File: config.mk
export PLATFORM = sky130hd
export DESIGN_NAME = fixed_partition_fit_allocator
export DESIGN_NICKNAME = d
export VERILOG_FILES = /design/src/rtl/core/fpfa_pkg.sv /design/src/rtl/core/fpfa_ctrl.sv /design/src/rtl/core/fpfa_datapath.sv /design/src/rtl/core/fixed_partition_fit_allocator.sv
export SDC_FILE = /design/constraint.sdc
export NUM_CORES = 1
export LEC_CHECK = 0
export BUFFER_PORTS_ARGS = -buffer_cell sky130_fd_sc_hd__buf_4
export CAP_MARGIN = 20
export CORE_MARGIN = 2
export CORE_UTILIZATION = 46
export DETAILED_ROUTE_END_ITERATION = 7
export GPL_ROUTABILITY_DRIVEN = 0
export SYNTH_ARGS = -nofsm -noshare
export SYNTH_HDL_FRONTEND = slang
export SYNTH_SLANG_ARGS = --single-unit
File: constraint.sdc
create_clock -name clk -period 5 [get_ports clk]
set_clock_uncertainty 0.2 [all_clocks]
set_input_delay 0.25 -clock clk [delete_from_list [all_inputs] [get_ports clk]]
set_output_delay 0.25 -clock clk [all_outputs]
set_load 0.01 [all_outputs]
File: src/rtl/core/fpfa_pkg.sv
`timescale 1ns / 1ps

package fpfa_pkg;

  localparam int SIZE_W   = 16;
  localparam int FREE_W   = 20;
  localparam int TOTAL_W  = 24;
  localparam int OPC_W    = 2;
  localparam int SLOT_IN_W = 4;
  localparam int MODE_W   = 2;
  localparam int COUNT_W  = 5;
  localparam int CFG_IDX_W = 1;
  localparam int CFG_DATA_W = 5;

  localparam logic [CFG_IDX_W-1:0] CFG_FIT_MODE   = 1'b0;
  localparam logic [CFG_IDX_W-1:0] CFG_PART_COUNT = 1'b1;

  typedef enum logic [OPC_W-1:0] {
    OP_LOAD    = 2'd0,
    OP_ALLOC   = 2'd1,
    OP_RESTART = 2'd2,
    OP_NOP     = 2'd3
  } opcode_t;

  typedef enum logic [MODE_W-1:0] {
    FIT_FIRST = 2'd0,
    FIT_BEST  = 2'd1,
    FIT_WORST = 2'd2
  } fit_mode_t;

  typedef enum logic [1:0] {
    ST_IDLE,
    ST_SCAN,
    ST_DONE
  } state_t;

  typedef struct packed {
    logic accept;
    logic scan;
    logic commit;
  } cmd_t;

  typedef struct packed {
    logic scan_done;
  } status_t;

endpackage

File: src/rtl/core/fpfa_ctrl.sv
`timescale 1ns / 1ps

module fpfa_ctrl (
  input  logic                            clk,
  input  logic                            rst_n,
  input  logic                            start,
  input  logic [fpfa_pkg::OPC_W-1:0]      opcode,
  input  fpfa_pkg::status_t               status,
  output fpfa_pkg::cmd_t                  cmd,
  output logic                            busy
);
  import fpfa_pkg::*;

  state_t state_r;
  state_t state_nxt;
  logic   needs_scan;

  assign needs_scan = (opcode_t'(opcode) == OP_ALLOC) || (opcode_t'(opcode) == OP_RESTART);

  always_comb begin
    state_nxt = state_r;
    case (state_r)
      ST_IDLE: begin
        if (start) begin
          state_nxt = needs_scan ? ST_SCAN : ST_DONE;
        end
      end
      ST_SCAN: begin
        if (status.scan_done) begin
          state_nxt = ST_DONE;
        end
      end
      ST_DONE: begin
        state_nxt = ST_IDLE;
      end
      default: begin
        state_nxt = ST_IDLE;
      end
    endcase
  end

  always_comb begin
    cmd  = '0;
    busy = 1'b1;
    case (state_r)
      ST_IDLE: begin
        busy       = 1'b0;
        cmd.accept = start;
      end
      ST_SCAN: begin
        cmd.scan = 1'b1;
      end
      ST_DONE: begin
        cmd.commit = 1'b1;
      end
      default: begin
        busy = 1'b1;
      end
    endcase
  end

  always_ff @(posedge clk) begin
    if (!rst_n) begin
      state_r <= ST_IDLE;
    end else begin
      state_r <= state_nxt;
    end
  end

endmodule

File: src/rtl/core/fpfa_datapath.sv
`timescale 1ns / 1ps

module fpfa_datapath #(
  parameter int MAX_PARTITIONS = 16,
  localparam int SLOT_W = (MAX_PARTITIONS > 1) ? $clog2(MAX_PARTITIONS) : 1,
  localparam int CNT_W  = $clog2(MAX_PARTITIONS + 1)
) (
  input  logic                                clk,
  input  logic                                rst_n,
  input  fpfa_pkg::cmd_t                      cmd,
  output fpfa_pkg::status_t                   status,
  input  logic [fpfa_pkg::OPC_W-1:0]          opcode,
  input  logic [fpfa_pkg::SLOT_IN_W-1:0]      slot_index,
  input  logic [fpfa_pkg::SIZE_W-1:0]         size_value,
  input  logic [fpfa_pkg::MODE_W-1:0]         fit_mode,
  input  logic [CNT_W-1:0]                    n_active,
  output logic                                out_strobe,
  output logic                                out_granted,
  output logic [fpfa_pkg::SLOT_IN_W-1:0]      out_partition_slot,
  output logic [fpfa_pkg::SIZE_W-1:0]         out_granted_size,
  output logic [fpfa_pkg::SIZE_W-1:0]         out_internal_fragment,
  output logic                                out_external_flag,
  output logic [fpfa_pkg::TOTAL_W-1:0]        out_total_internal,
  output logic [fpfa_pkg::TOTAL_W-1:0]        out_total_external,
  output logic [fpfa_pkg::FREE_W-1:0]         out_free_memory
);
  import fpfa_pkg::*;

  logic [SIZE_W-1:0]         mem_r [MAX_PARTITIONS];
  logic [MAX_PARTITIONS-1:0] marks_r;

  opcode_t             op_r;
  logic [SIZE_W-1:0]   req_r;
  logic [CNT_W-1:0]    k_r;
  logic                rd_valid_r;
  logic [SLOT_W-1:0]   rd_idx_r;
  logic [SIZE_W-1:0]   rd_data_r;
  logic                have_r;
  logic [SLOT_W-1:0]   pick_idx_r;
  logic [SIZE_W-1:0]   pick_sz_r;
  logic [FREE_W-1:0]   free_r;
  logic [TOTAL_W-1:0]  int_total_r;
  logic [TOTAL_W-1:0]  ext_total_r;

  logic                strobe_r;
  logic                granted_r;
  logic [SLOT_IN_W-1:0] slot_out_r;
  logic [SIZE_W-1:0]   gsize_r;
  logic [SIZE_W-1:0]   frag_r;
  logic                ext_r;

  opcode_t             op_in;
  logic                issue;
  logic                load_ok;
  logic                cand_free;
  logic                fits;
  logic                take;
  logic                grant;
  logic                ext_hit;
  logic [SIZE_W-1:0]   frag;
  logic [FREE_W:0]     free_sum;
  logic [FREE_W-1:0]   free_acc_nxt;
  logic [FREE_W-1:0]   free_sub_nxt;
  logic [TOTAL_W:0]    int_sum;
  logic [TOTAL_W-1:0]  int_total_nxt;
  logic [TOTAL_W:0]    ext_sum;
  logic [TOTAL_W-1:0]  ext_total_nxt;

  assign op_in   = opcode_t'(opcode);
  assign load_ok = 32'(slot_index) < MAX_PARTITIONS;
  assign issue   = cmd.scan && (k_r != n_active);
  assign status.scan_done = (k_r == n_active) && !rd_valid_r;

  assign cand_free = !marks_r[rd_idx_r];
  assign fits      = rd_data_r >= req_r;

  always_comb begin
    case (fit_mode_t'(fit_mode))
      FIT_WORST: take = cand_free && (!have_r || (rd_data_r > pick_sz_r));
      FIT_BEST:  take = cand_free && fits && (!have_r || (rd_data_r < pick_sz_r));
      default:   take = cand_free && fits && !have_r;
    endcase
  end

  assign grant   = have_r && (pick_sz_r >= req_r);
  assign ext_hit = free_r >= FREE_W'(req_r);
  assign frag    = pick_sz_r - req_r;

  assign free_sum      = {1'b0, free_r} + (FREE_W + 1)'(rd_data_r);
  assign free_acc_nxt  = free_sum[FREE_W] ? '1 : free_sum[FREE_W-1:0];
  assign free_sub_nxt  = (free_r > FREE_W'(pick_sz_r)) ? free_r - FREE_W'(pick_sz_r) : '0;
  assign int_sum       = {1'b0, int_total_r} + (TOTAL_W + 1)'(frag);
  assign int_total_nxt = int_sum[TOTAL_W] ? '1 : int_sum[TOTAL_W-1:0];
  assign ext_sum       = {1'b0, ext_total_r} + (TOTAL_W + 1)'(req_r);
  assign ext_total_nxt = ext_sum[TOTAL_W] ? '1 : ext_sum[TOTAL_W-1:0];

  // control state
  always_ff @(posedge clk) begin
    if (!rst_n) begin
      marks_r     <= '0;
      free_r      <= '0;
      int_total_r <= '0;
      ext_total_r <= '0;
      k_r         <= '0;
      rd_valid_r  <= 1'b0;
      have_r      <= 1'b0;
      strobe_r    <= 1'b0;
    end else begin
      strobe_r <= cmd.commit;
      if (cmd.accept) begin
        k_r        <= '0;
        rd_valid_r <= 1'b0;
        have_r     <= 1'b0;
        if (op_in == OP_RESTART) begin
          marks_r     <= '0;
          free_r      <= '0;
          int_total_r <= '0;
          ext_total_r <= '0;
        end
      end
      if (cmd.scan) begin
        rd_valid_r <= issue;
        if (issue) begin
          k_r <= k_r + 1'b1;
        end
        if (rd_valid_r) begin
          if (op_r == OP_RESTART) begin
            free_r <= free_acc_nxt;
          end else if (take) begin
            have_r <= 1'b1;
          end
        end
      end
      if (cmd.commit && (op_r == OP_ALLOC)) begin
        if (grant) begin
          marks_r[pick_idx_r] <= 1'b1;
          free_r              <= free_sub_nxt;
          int_total_r         <= int_total_nxt;
        end else if (ext_hit) begin
          ext_total_r <= ext_total_nxt;
        end
      end
    end
  end

  // payload and size table
  always_ff @(posedge clk) begin
    if (cmd.accept) begin
      op_r  <= op_in;
      req_r <= size_value;
      if ((op_in == OP_LOAD) && load_ok) begin
        mem_r[SLOT_W'(slot_index)] <= size_value;
      end
    end
    if (issue) begin
      rd_data_r <= mem_r[k_r[SLOT_W-1:0]];
      rd_idx_r  <= k_r[SLOT_W-1:0];
    end
    if (cmd.scan && rd_valid_r && (op_r != OP_RESTART) && take) begin
      pick_idx_r <= rd_idx_r;
      pick_sz_r  <= rd_data_r;
    end
    if (cmd.commit) begin
      granted_r  <= (op_r == OP_ALLOC) && grant;
      slot_out_r <= ((op_r == OP_ALLOC) && grant) ? SLOT_IN_W'(pick_idx_r) : '0;
      gsize_r    <= ((op_r == OP_ALLOC) && grant) ? pick_sz_r : '0;
      frag_r     <= ((op_r == OP_ALLOC) && grant) ? frag : '0;
      ext_r      <= (op_r == OP_ALLOC) && !grant && ext_hit;
    end
  end

  assign out_strobe            = strobe_r;
  assign out_granted           = granted_r;
  assign out_partition_slot    = slot_out_r;
  assign out_granted_size      = gsize_r;
  assign out_internal_fragment = frag_r;
  assign out_external_flag     = ext_r;
  assign out_total_internal    = int_total_r;
  assign out_total_external    = ext_total_r;
  assign out_free_memory       = free_r;

`ifndef SYNTHESIS
  a_grant_excl_ext: assert property (@(posedge clk) disable iff (!rst_n)
    strobe_r |-> !(granted_r && ext_r))
    else $error("grant and external flag together");

  a_frag_sum: assert property (@(posedge clk) disable iff (!rst_n)
    (strobe_r && granted_r) |->
      ((SIZE_W + 1)'(gsize_r) == (SIZE_W + 1)'(req_r) + (SIZE_W + 1)'(frag_r)))
    else $error("fragment does not match granted size");

  a_mark_set: assert property (@(posedge clk) disable iff (!rst_n)
    (cmd.commit && (op_r == OP_ALLOC) && grant) |=> marks_r[$past(pick_idx_r)])
    else $error("granted partition not marked");

  a_rd_in_range: assert property (@(posedge clk) disable iff (!rst_n)
    rd_valid_r |-> (CNT_W'(rd_idx_r) < n_active))
    else $error("scan read beyond active slots");
`endif

endmodule

File: src/rtl/core/fixed_partition_fit_allocator.sv
`timescale 1ns / 1ps

// Fixed-partition allocator with first, best and worst fit.
// Input: an item is taken when start is high and busy is low. in_opcode
// selects load (writes in_size_value to slot in_slot_index), allocate
// (request of in_size_value), restart (clears marks and totals, sums the
// active partition sizes into free memory) or no-op.
// Config: cfg_we writes cfg_wdata to register cfg_index (0 fit mode,
// 1 partition count) in the same edge; write only while idle.
// Output: every item gives one result, shown for one cycle with out_strobe.
// The receiver cannot stall; a result not taken in that cycle is lost.
// Flow: load and no-op skip the scan and go straight to the result.
// Allocate and restart scan the N active slots one per cycle through the
// size table's registered read port, N being the active partition count
// (at most MAX_PARTITIONS). A new item can be accepted in the cycle the
// strobe is shown.
// Reset: fit mode, count, marks, totals and free memory clear to zero;
// the size table holds unknown contents until loaded.

module fixed_partition_fit_allocator #(
  parameter int MAX_PARTITIONS = 16
) (
  input  logic                                clk,
  input  logic                                rst_n,
  input  logic                                start,
  output logic                                busy,
  input  logic [fpfa_pkg::OPC_W-1:0]          in_opcode,
  input  logic [fpfa_pkg::SLOT_IN_W-1:0]      in_slot_index,
  input  logic [fpfa_pkg::SIZE_W-1:0]         in_size_value,
  input  logic                                cfg_we,
  input  logic [fpfa_pkg::CFG_IDX_W-1:0]      cfg_index,
  input  logic [fpfa_pkg::CFG_DATA_W-1:0]     cfg_wdata,
  output logic                                out_strobe,
  output logic                                out_granted,
  output logic [fpfa_pkg::SLOT_IN_W-1:0]      out_partition_slot,
  output logic [fpfa_pkg::SIZE_W-1:0]         out_granted_size,
  output logic [fpfa_pkg::SIZE_W-1:0]         out_internal_fragment,
  output logic                                out_external_flag,
  output logic [fpfa_pkg::TOTAL_W-1:0]        out_total_internal,
  output logic [fpfa_pkg::TOTAL_W-1:0]        out_total_external,
  output logic [fpfa_pkg::FREE_W-1:0]         out_free_memory
);
  import fpfa_pkg::*;

  localparam int CNT_W = $clog2(MAX_PARTITIONS + 1);

  logic [MODE_W-1:0]  fit_mode_r;
  logic [COUNT_W-1:0] part_count_r;
  logic [CNT_W-1:0]   n_active;
  cmd_t               cmd;
  status_t            status;

  always_ff @(posedge clk) begin
    if (!rst_n) begin
      fit_mode_r   <= '0;
      part_count_r <= '0;
    end else if (cfg_we) begin
      case (cfg_index)
        CFG_FIT_MODE:   fit_mode_r   <= cfg_wdata[MODE_W-1:0];
        CFG_PART_COUNT: part_count_r <= cfg_wdata[COUNT_W-1:0];
        default: begin
        end
      endcase
    end
  end

  // counts above the table depth saturate
  assign n_active = (32'(part_count_r) > MAX_PARTITIONS) ? CNT_W'(MAX_PARTITIONS)
                                                         : CNT_W'(part_count_r);

  fpfa_ctrl u_ctrl (
    .clk    (clk),
    .rst_n  (rst_n),
    .start  (start),
    .opcode (in_opcode),
    .status (status),
    .cmd    (cmd),
    .busy   (busy)
  );

  fpfa_datapath #(
    .MAX_PARTITIONS (MAX_PARTITIONS)
  ) u_datapath (
    .clk                   (clk),
    .rst_n                 (rst_n),
    .cmd                   (cmd),
    .status                (status),
    .opcode                (in_opcode),
    .slot_index            (in_slot_index),
    .size_value            (in_size_value),
    .fit_mode              (fit_mode_r),
    .n_active              (n_active),
    .out_strobe            (out_strobe),
    .out_granted           (out_granted),
    .out_partition_slot    (out_partition_slot),
    .out_granted_size      (out_granted_size),
    .out_internal_fragment (out_internal_fragment),
    .out_external_flag     (out_external_flag),
    .out_total_internal    (out_total_internal),
    .out_total_external    (out_total_external),
    .out_free_memory       (out_free_memory)
  );

endmodule
==> results, run 1 <==
- The flow ran to the end, and the final reports show no timing, DRC or antenna violations.
- The number of storage elements in the synthesis netlist is 453.
- The area share of the largest cell type after synthesis is 0.4751.
- The clock reaches the later pin of the worst-skew pair after 600 ps.
- For this run, the total global-route usage over all layers was measured as 0.2368.
- The number of buffers and inverters on the critical path is 3.
- The number of violations of the max-capacitance limit is 0.
- Ranked by total cell area, the synthesized netlist is headed by sky130_fd_sc_hd__edfxtp_1, sky130_fd_sc_hd__dfxtp_1, sky130_fd_sc_hd__mux4_2, sky130_fd_sc_hd__ha_1, sky130_fd_sc_hd__a21oi_1.
- The hold path depth is 3.
- At the placement stage, the worst setup path has a slack of 258.2 ps.
- The pin count of the biggest net entering global routing is 69.
- The TritonCTS clock tree is built.
- Traced cell by cell, the critical path runs through inv_1, ha_1, a2111oi_1, a211o_1, a21boi_0, o21a_1, nor3_1, nor2_1, ha_1, nand2_1, inv_1, nand4_1, o311a_1, nor3_4, buf_4, nor3_1, a211oi_1.
- The final period demand of the worst path is 4589 ps.
- The top cell type by total area after synthesis is sky130_fd_sc_hd__edfxtp_1.
- The floorplan die width is 223.9 microns.
- The first-pass GRT wire length is 90210 microns.
- The count of antenna-violating nets left after detailed routing is 0.
- The die height is 223.9 microns.
- The launching element type of the critical path is a register.
- The most common cell in the netlist is sky130_fd_sc_hd__edfxtp_1.
- The type of the most critical hold path is input pin to register.
- Once detailed placement completed, the half-perimeter wirelength came to 41540 microns.
- The die covers 0.05014 sq mm.
- In this run the tool buffered the top-level ports with 139 buffer cells.
- The leakage power total is 9.845 nW.
- The top fanout value on the critical path is 10.
- Headroom to the max-slew limit came out at 0.3142.
- The top cell family by delay on the critical path is compound AO/OA/AOI/OAI gates.
- After detailed routing, the number of vias per cell comes to 5.927.
- The share of post-route cells with drive strength above 1 is 0.1849.
- The DRC violation count after routing is 0.
- No sink is reached through more buffers than the 3 on the longest clock path.
- The number of antenna diodes in the final layout is 0.
- The number of fill cells is 3928.
- The number of design-rule violations left by the first detailed-router iteration is 1379.
- The average cell area after synthesis is 12.88 sq um.
- Derived from the worst setup path, the maximum achievable clock frequency is 217.9 MHz.
- Power spread over the standard cell area amounts to 338.1 mW/mm^2.
- The slew of the pin with the lowest slew margin is 1029 ps.
- The cell count along the critical path is 17.
- The number of antenna violations at the first check in global routing came to 0.
- For this run, the number of Yosys warnings is 0.
- The net count after synthesis is 1896.
- Setup repair after global routing left no endpoint under its margin.
- Buffers added to address setup during post-CTS repair amount to 0.
- The final count of negative-setup-slack endpoints is 0.
- The slack of the critical path is 411.0 ps.
- At the worst endpoint, the required time is 5280 ps.
- The root buffer cell chosen for the clock tree is sky130_fd_sc_hd__clkbuf_16.
- The number of global-route vias before repair is 15160.
- STA puts the critical path data arrival time at 4870 ps.
- The cell area after synthesis is 0.02225 sq mm.
- The clock sink total is 453.
- The count of vias placed by the detailed router is 15350.
- The H-tree generated during clock tree synthesis spans 2 levels.
- 140 I/O pins were placed.
- The worst register-to-register path has a depth of 17.
- The synthesized design contains 352 enable-type register cells.
- The period utilization is 0.9178.
- On the critical path, the stage with the largest delay is an instance of sky130_fd_sc_hd__a2111oi_1.
- The number of search-and-repair iterations in the first detailed-routing pass is 5.
- Of all flip-flops after synthesis, the portion carrying an async set or reset was 0.
- The number of nets at the end of the flow is 2104.
- The initial utilization of the core area, before any placement, comes to 0.4660.
- By count the netlist is led by sky130_fd_sc_hd__edfxtp_1, sky130_fd_sc_hd__nor2_1, sky130_fd_sc_hd__ha_1.
- After clock tree synthesis, the clock-pin slew on the worst setup and hold paths is 60 ps.
- The number of placement rows is 80.
- The cell count after synthesis came out at 1727.
- The count of final max-slew check failures is 0.
- The number of clock buffers inserted by TritonCTS is 49.
- The worst IR drop on VDD is 0.0002965 V.
- The count of final hold-check violations came to 0.
- Of the synthesized area, sequential elements account for 0.5660.
- The number of distinct library cell variants in the gate-level netlist after synthesis is 82.
- The region available for standard cell placement spans 0.04775 sq mm.
- The total length of routed wires is 59070 microns.
- The average wire length per cell after detail routing is 22.82 microns.
- In this design, the stage delay of the slowest critical-path cell is 560 ps.
- The post-synthesis to final-layout area growth is 18.04%.
- The worst setup path is captured at a register.
- For this run, the leading register cell type out of synthesis is sky130_fd_sc_hd__edfxtp_1.
- The total overflow reported by the global router is 0.
- The final setup TNS is 0 ps.
- The type of the worst setup path is register to register.
-- layer usage --
layer | vias up | routed length, microns | part of all wire | track usage
met5 | - | 0 | 0 | 0
met4 | 0 | 2020 | 0.034 | 0.08516
met3 | 108 | 2954 | 0.050 | 0.03017
met2 | 490 | 28780 | 0.49 | 0.3987
met1 | 7635 | 25320 | 0.43 | 0.3164
li1 | 7112 | - | - | -
-- cells in the final DEF (no fill, tap or decap), types with 24 or more instances in the layout --
master	count
sky130_fd_sc_hd__mux4_2	81
sky130_fd_sc_hd__a21oi_1	120
sky130_fd_sc_hd__nand4_1	24
sky130_fd_sc_hd__xnor2_1	41
sky130_fd_sc_hd__clkbuf_16	49
sky130_fd_sc_hd__ha_1	132
sky130_fd_sc_hd__nand2_1	96
sky130_fd_sc_hd__o21ai_0	49
sky130_fd_sc_hd__nor2_1	141
sky130_fd_sc_hd__dlygate4sd3_1	42
sky130_fd_sc_hd__a21o_1	33
sky130_fd_sc_hd__xor2_1	27
sky130_fd_sc_hd__nand3_1	33
sky130_fd_sc_hd__dfxtp_1	99
sky130_fd_sc_hd__edfxtp_1	352
sky130_fd_sc_hd__buf_4	179
sky130_fd_sc_hd__inv_1	70
sky130_fd_sc_hd__nor3_1	48
sky130_fd_sc_hd__a211oi_1	30
-- through the flow --
| stage | hold WS (ps) | instance area (sq um) | cells | power, mW | utilization |
|---|---|---|---|---|---|
| after global routing | 47.36 | 26260 | 2589 | 9.192 | 0.5500 |
| after detailed placement | 252.8 | 24160 | 2457 | 5.189 | 0.5061 |
| final | 51.88 | 26260 | 2589 | 8.878 | 0.5500 |
| after CTS | 21.29 | 26250 | 2589 | 8.953 | 0.5499 |
| after global placement | 239.9 | 24160 | 2457 | 5.174 | 0.5061 |
| after floorplan | 148.9 | 22250 | 1727 | 4.842 | - |
-- power by group --
group	internal, mW	switching, mW	total, mW
Combinational	0.363	0.544	0.907
Sequential	4.16	0.0690	4.23
Clock	2.20	1.54	3.74
-- final timing paths --
check	from	end	slack, ps
worst max-delay path	u_datapath.req_r[6]$_DFFE_PP_	u_datapath.out_total_internal[3]$_SDFF_PN0_	410
worst min-delay path	in_slot_index[2]	u_datapath.mem_r[7][12]$_DFFE_PP_	50
worst max register to register	u_datapath.req_r[6]$_DFFE_PP_	u_datapath.out_total_internal[3]$_SDFF_PN0_	410
worst min register to register	u_datapath.marks_r[14]$_SDFF_PN0_	u_datapath.marks_r[14]$_SDFF_PN0_	260
-- what timing repair did --
| action | in CTS | in global routing |
|---|---|---|
| endpoints found under the setup margin | 0 | 11 |
| hold buffers | 42 | 0 |
| hold endpoints to repair | 293 | 0 |
| resized for setup | 0 | 2 |
-- state kept, by name (all words and copies together), names as in the netlist, 5 cells and up --
signal,flops
u_datapath.out_internal_fragment,16
u_datapath.mem_r,256
u_datapath.out_free_memory,20
u_datapath.rd_data_r,16
part_count_r,5
u_datapath.out_total_internal,24
u_datapath.out_granted_size,16
u_datapath.k_r,5
u_datapath.out_total_external,24
u_datapath.marks_r,16
u_datapath.pick_sz_r,16
u_datapath.req_r,16
-- worst min-delay path: cells and delay by family --
family / cells / cell delay (ps)
buffers and inverters: 1 / 120
AND/OR/NAND/NOR: 2 / 280
-- cell type report --
| cell class | instances | area (sq um) | share of cell area |
|---|---|---|---|
| multi-input cells | 1138 | 9189 | 0.3499 |
| clock inverters | 30 | 394.1 | 0.01501 |
| clock buffers | 60 | 1277 | 0.04864 |
| well taps | 615 | 769.5 | 0.02930 |
| repair buffers | 221 | 1764 | 0.06718 |
| inverters | 72 | 270.3 | 0.01029 |
| flip-flops and latches | 453 | 12600 | 0.4797 |
-- logic make-up after synthesis --
family                     Yosys count  share of synthesized area
adders and majority gates          137                    0.07874
buffers and inverters              136                    0.02356
xor gates and xnor gates            68                    0.02677
muxes                               92                    0.08993
and+or+nand+nor                    464                     0.1010
AOI/OAI and AO/OA                  377                     0.1140
DFF                                453                     0.5660
(Power assumes the default switching activity.)
==> run 2: changes to the inputs <==
Settings changed: ABC_AREA set to 1.
==> results, run 2 <==
- Status: finished, final reports clean (unchanged).
- The type of the most critical hold path is input pin to register (unchanged).
- The worst slew margin relative to its limit is 0.3485 (was 0.3142).
- The die height came to 235.3 microns (was 223.9 microns).
- The number of buffers added on ports is 139 (unchanged).
- Ordered cell list for the critical path: inv_1, ha_1, inv_1, fa_1, nand2_1, nand2_1, nand3_1, nand2_2, a21oi_1, o21bai_1, xor2_1, ha_1, nand2_1, o21ai_0, a21oi_1, nand2_1, nand3_1, nand2_4, clkinv_4, a21oi_1 (was inv_1, ha_1, a2111oi_1, a211o_1, a21boi_0, o21a_1, nor3_1, nor2_1, ha_1, nand2_1, inv_1, nand4_1, o311a_1, nor3_4, buf_4, nor3_1, a211oi_1).
- The type of the worst setup path was register to register (unchanged).
- The share of the core filled with cells in the final layout was 0.5355 (was 0.5500).
- The floorplan core area is 0.05276 sq mm (was 0.04775 sq mm).
- The sequential element share of the synthesized area came to 0.5117 (was 0.5660).
- The startpoint of the most critical register-to-register path is u_datapath.pick_sz_r[0]$_DFFE_PP_ (was u_datapath.req_r[6]$_DFFE_PP_).
- The count of vias placed by the detailed router is 20670 (was 15350).
- The number of setup buffers added after CTS is 0 (unchanged).
- The launching element type of the critical path is a register (unchanged).
- The effective utilization at floorplan is 0.4664 (was 0.4660).
- The final HPWL from detailed placement is 50680 microns (was 41540 microns).
- The post-synthesis to final-layout area growth is 14.83% (was 18.04%).
- The launch point of the worst hold path is in_slot_index[0] (was in_slot_index[2]).
- The number of flip-flops under the largest register name is 256 (unchanged).
- The DRC violation count after routing came to 0 (unchanged).
- The count of final hold-check violations is 0 (unchanged).
- The all-layer global routing usage was 0.2572 (was 0.2368).
- The worst IR drop on VDD was 0.0002929 V (was 0.0002965 V).
- The number of placement rows is 84 (was 80).
- The total power density per cell area is 314.8 mW/mm^2 (was 338.1 mW/mm^2).
- The number of storage elements in the synthesis netlist is 453 (unchanged).
- Area contributors post-synth: sky130_fd_sc_hd__edfxtp_1, sky130_fd_sc_hd__nand2_1, sky130_fd_sc_hd__dfxtp_1, sky130_fd_sc_hd__ha_1, sky130_fd_sc_hd__nor2_1 (was sky130_fd_sc_hd__edfxtp_1, sky130_fd_sc_hd__dfxtp_1, sky130_fd_sc_hd__mux4_2, sky130_fd_sc_hd__ha_1, sky130_fd_sc_hd__a21oi_1).
- The clock transition at the register clock pins on the worst setup and hold paths after CTS came to 60 ps (about the same).
- The slew of the pin with the lowest slew margin is 976.3 ps (was 1029 ps).
- The area share of the largest cell type after synthesis is 0.4296 (was 0.4751).
- The synthesis warning total came to 0 (unchanged).
- The clock sink total is 453 (unchanged).
- The number of buffers between clock root and the deepest sink is 3 (unchanged).
- The first-pass GRT wire length is 111400 microns (was 90210 microns).
- The number of cells traversed by the worst register-to-register path is 20 (was 17).
- The most common cell in the netlist is sky130_fd_sc_hd__nand2_1 (was sky130_fd_sc_hd__edfxtp_1).
- The number of nets at the end of the flow was 3211 (was 2104).
- The number of design-rule violations left by the first detailed-router iteration is 2017 (was 1379).
- The number of primary I/O pins is 140 (unchanged).
- The leading cell type in the layout, fill and taps excluded was sky130_fd_sc_hd__nand2_1 (was sky130_fd_sc_hd__edfxtp_1).
- The dominant register cell in the synthesized netlist is sky130_fd_sc_hd__edfxtp_1 (unchanged).
- Commonest cells in the netlist: sky130_fd_sc_hd__nand2_1, sky130_fd_sc_hd__nor2_1, sky130_fd_sc_hd__edfxtp_1 (was sky130_fd_sc_hd__edfxtp_1, sky130_fd_sc_hd__nor2_1, sky130_fd_sc_hd__ha_1).
- The number of antenna violations at the first check in global routing is 1 (was 0).
- The number of violations of the max-capacitance limit is 0 (unchanged).
- The delay of the slowest critical-path stage is 430 ps (was 560 ps).
- The arrival time of data at the critical path endpoint is 4380 ps (was 4870 ps).
- The number of search-and-repair iterations in the first detailed-routing pass is 6 (was 5).
- The number of synthesized flops with an enable pin came to 352 (unchanged).
- The worst hold margin is 22.14 ps (was 51.88 ps).
- The cell area after synthesis came to 0.02461 sq mm (was 0.02225 sq mm).
- The count of antenna-violating nets left after detailed routing came to 0 (unchanged).
- The total length of routed wires came to 72580 microns (was 59070 microns).
- The net count after synthesis is 3048 (was 1896).
- The count of hold-fix buffers inserted at cts is 32 (was 42).
- The proportion of synthesized flip-flops having asynchronous set or reset came to 0 (unchanged).
- The critical path capture point type is a register (unchanged).
- The depth of the CTS H-tree is 2 (unchanged).
- The share of post-route cells with drive strength above 1 was 0.08831 (was 0.1849).
- The reg-to-reg endpoint is u_datapath.out_total_internal[15]$_SDFF_PN0_ (was u_datapath.out_total_internal[3]$_SDFF_PN0_).
- The slack of the critical path is 940.3 ps (was 411.0 ps).
- Commonest non-fill, non-tap cells in the layout: sky130_fd_sc_hd__nand2_1, sky130_fd_sc_hd__nor2_1, sky130_fd_sc_hd__edfxtp_1 (was sky130_fd_sc_hd__edfxtp_1, sky130_fd_sc_hd__buf_4, sky130_fd_sc_hd__nor2_1).
- The top cell type by total area after synthesis is sky130_fd_sc_hd__edfxtp_1 (unchanged).
- The number of distinct library cell variants in the gate-level netlist after synthesis came to 51 (was 82).
- The data required time of the critical path was 5320 ps (was 5280 ps).
- The top fanout value on the critical path was 17 (was 10).
- The final count of negative-setup-slack endpoints is 0 (unchanged).
- The leakage power total was 12.21 nW (was 9.845 nW).
- Setup repair after global routing missed its margin: false (unchanged).
- The timing-limited maximum frequency came to 246.3 MHz (was 217.9 MHz).
- The TritonCTS clock tree is built (unchanged).
- The via-per-instance ratio is 5.485 (was 5.927).
- The count of cells resized by post-cts repair is 0 (unchanged).
- The clock latency on the worst-skew pair is 620 ps (was 600 ps).
- The die footprint is 0.05536 sq mm (was 0.05014 sq mm).
- The antenna cell count is 0 (unchanged).
- The final period demand of the worst path was 4060 ps (was 4589 ps).
- The post-placement setup slack was 995.7 ps (was 258.2 ps).
- The most flop-heavy register was u_datapath.mem_r (unchanged).
- The most frequent cell on the critical path is sky130_fd_sc_hd__nand2_1.
- The slowest stage cell on the critical path is sky130_fd_sc_hd__fa_1 (was sky130_fd_sc_hd__a2111oi_1).
- The total overflow reported by the global router is 0 (unchanged).
- The hold path depth is 4 (was 3).
- The clock root buffer is sky130_fd_sc_hd__clkbuf_16 (unchanged).
- The endpoint of the worst hold-timing path is u_datapath.mem_r[8][11]$_DFFE_PP_ (was u_datapath.mem_r[7][12]$_DFFE_PP_).
- The cell count after synthesis was 2879 (was 1727).
- The final setup TNS is 0 ps (unchanged).
- The number of global-route vias before repair is 19620 (was 15160).
- The pin count of the biggest net entering global routing came to 92 (was 69).
- The number of clock buffers inserted by TritonCTS is 48 (was 49).
- The average cell area after synthesis is 8.547 sq um (was 12.88 sq um).
- The period utilization is 0.8119 (was 0.9178).
- The floorplan die width is 235.3 microns (was 223.9 microns).
- The average wire length per cell after detail routing is 19.26 microns (was 22.82 microns).
- The count of final max-slew check failures is 0 (unchanged).
- The setup slack of the worst register-to-register path is 940 ps (was 410 ps).
[run 2: changes by cell type in the layout (fill, tap and decap cells not counted), sizes merged, moves of 85 or more]
cell,delta
inv,+228
nor2,+283
nand2,+629
nand3,+99
mux4,-85
o21ai,+149
[run 2: cell families after synthesis]
family,share of synthesized area
and+or+nand+nor,0.2306
AOI/OAI and AO/OA,0.1052
DFF,0.5117
buffers and inverters,0.06137
adders and majority gates,0.07119
xor gates and xnor gates,0.01993
[run 2: how the worst max path moves through the flow]
| stage | from | to | slack, ps | cells past startpoint |
|---|---|---|---|---|
| 2_1_floorplan | u_ctrl.state_r[1]$_SDFFE_PN0P_ | u_datapath.out_total_external[22]$_SDFF_PN0_ | 1410 | 10 |
| 3_3_place_gp | u_datapath.req_r[2]$_DFFE_PP_ | u_datapath.out_total_internal[15]$_SDFF_PN0_ | 1090 | 22 |
| 3_5_place_dp | u_datapath.pick_sz_r[0]$_DFFE_PP_ | u_datapath.out_total_internal[17]$_SDFF_PN0_ | 1000 | 20 |
| 4_1_cts | u_datapath.pick_sz_r[0]$_DFFE_PP_ | u_datapath.out_total_internal[17]$_SDFF_PN0_ | 980 | 20 |
| 5_1_grt | u_datapath.req_r[2]$_DFFE_PP_ | u_datapath.out_total_internal[11]$_SDFF_PN0_ | 530 | 22 |
| 6_report | u_datapath.pick_sz_r[0]$_DFFE_PP_ | u_datapath.out_total_internal[15]$_SDFF_PN0_ | 940 | 20 |
[run 2: cell type report]
cell class / instances / area, sq um
clock buffer: 56 / 1231
clock inverter: 32 / 312.8
fill: 4811 / 24500
inverter: 302 / 1140
multi-input combinational: 2038 / 10520
sequential: 453 / 12600
tap: 688 / 860.8
timing repair buffer: 199 / 1594
[run 2: stage by stage]
step | std cells | power (mW) | cell area (sq um)
2_1_floorplan | 2879 | 5.020 | 24610
3_3_place_gp | 3647 | 5.418 | 26360
3_5_place_dp | 3647 | 5.440 | 26360
4_1_cts | 3767 | 8.946 | 28230
5_1_grt | 3768 | 9.229 | 28260
6_report | 3768 | 8.895 | 28260
[run 2: power breakdown]
part	internal, mW	switching (mW)
clock network	1.95	1.56
registers	4.17	0.0995
logic	0.372	0.751
[run 2: critical path: cells and delay by family, from the launching register on]
| family | cells | cell delay (ps) |
|---|---|---|
| adders and majority gates | 3 | 990 |
| DFF | 1 | 420 |
| AOI/OAI and AO/OA | 5 | 810 |
| and+or+nand+nor | 8 | 990 |
| xor gates and xnor gates | 1 | 190 |
| buffers and inverters | 3 | 380 |
[run 2: routing by layer]
layer  GRT usage  vias to the layer above  share of wire
met2      0.4322                      744           0.47
met5           0                        -        0.00015
li1            -                    10000              -
met4     0.08164                        2          0.028
met1      0.3469                     9800           0.44
met3     0.03260                      121          0.068
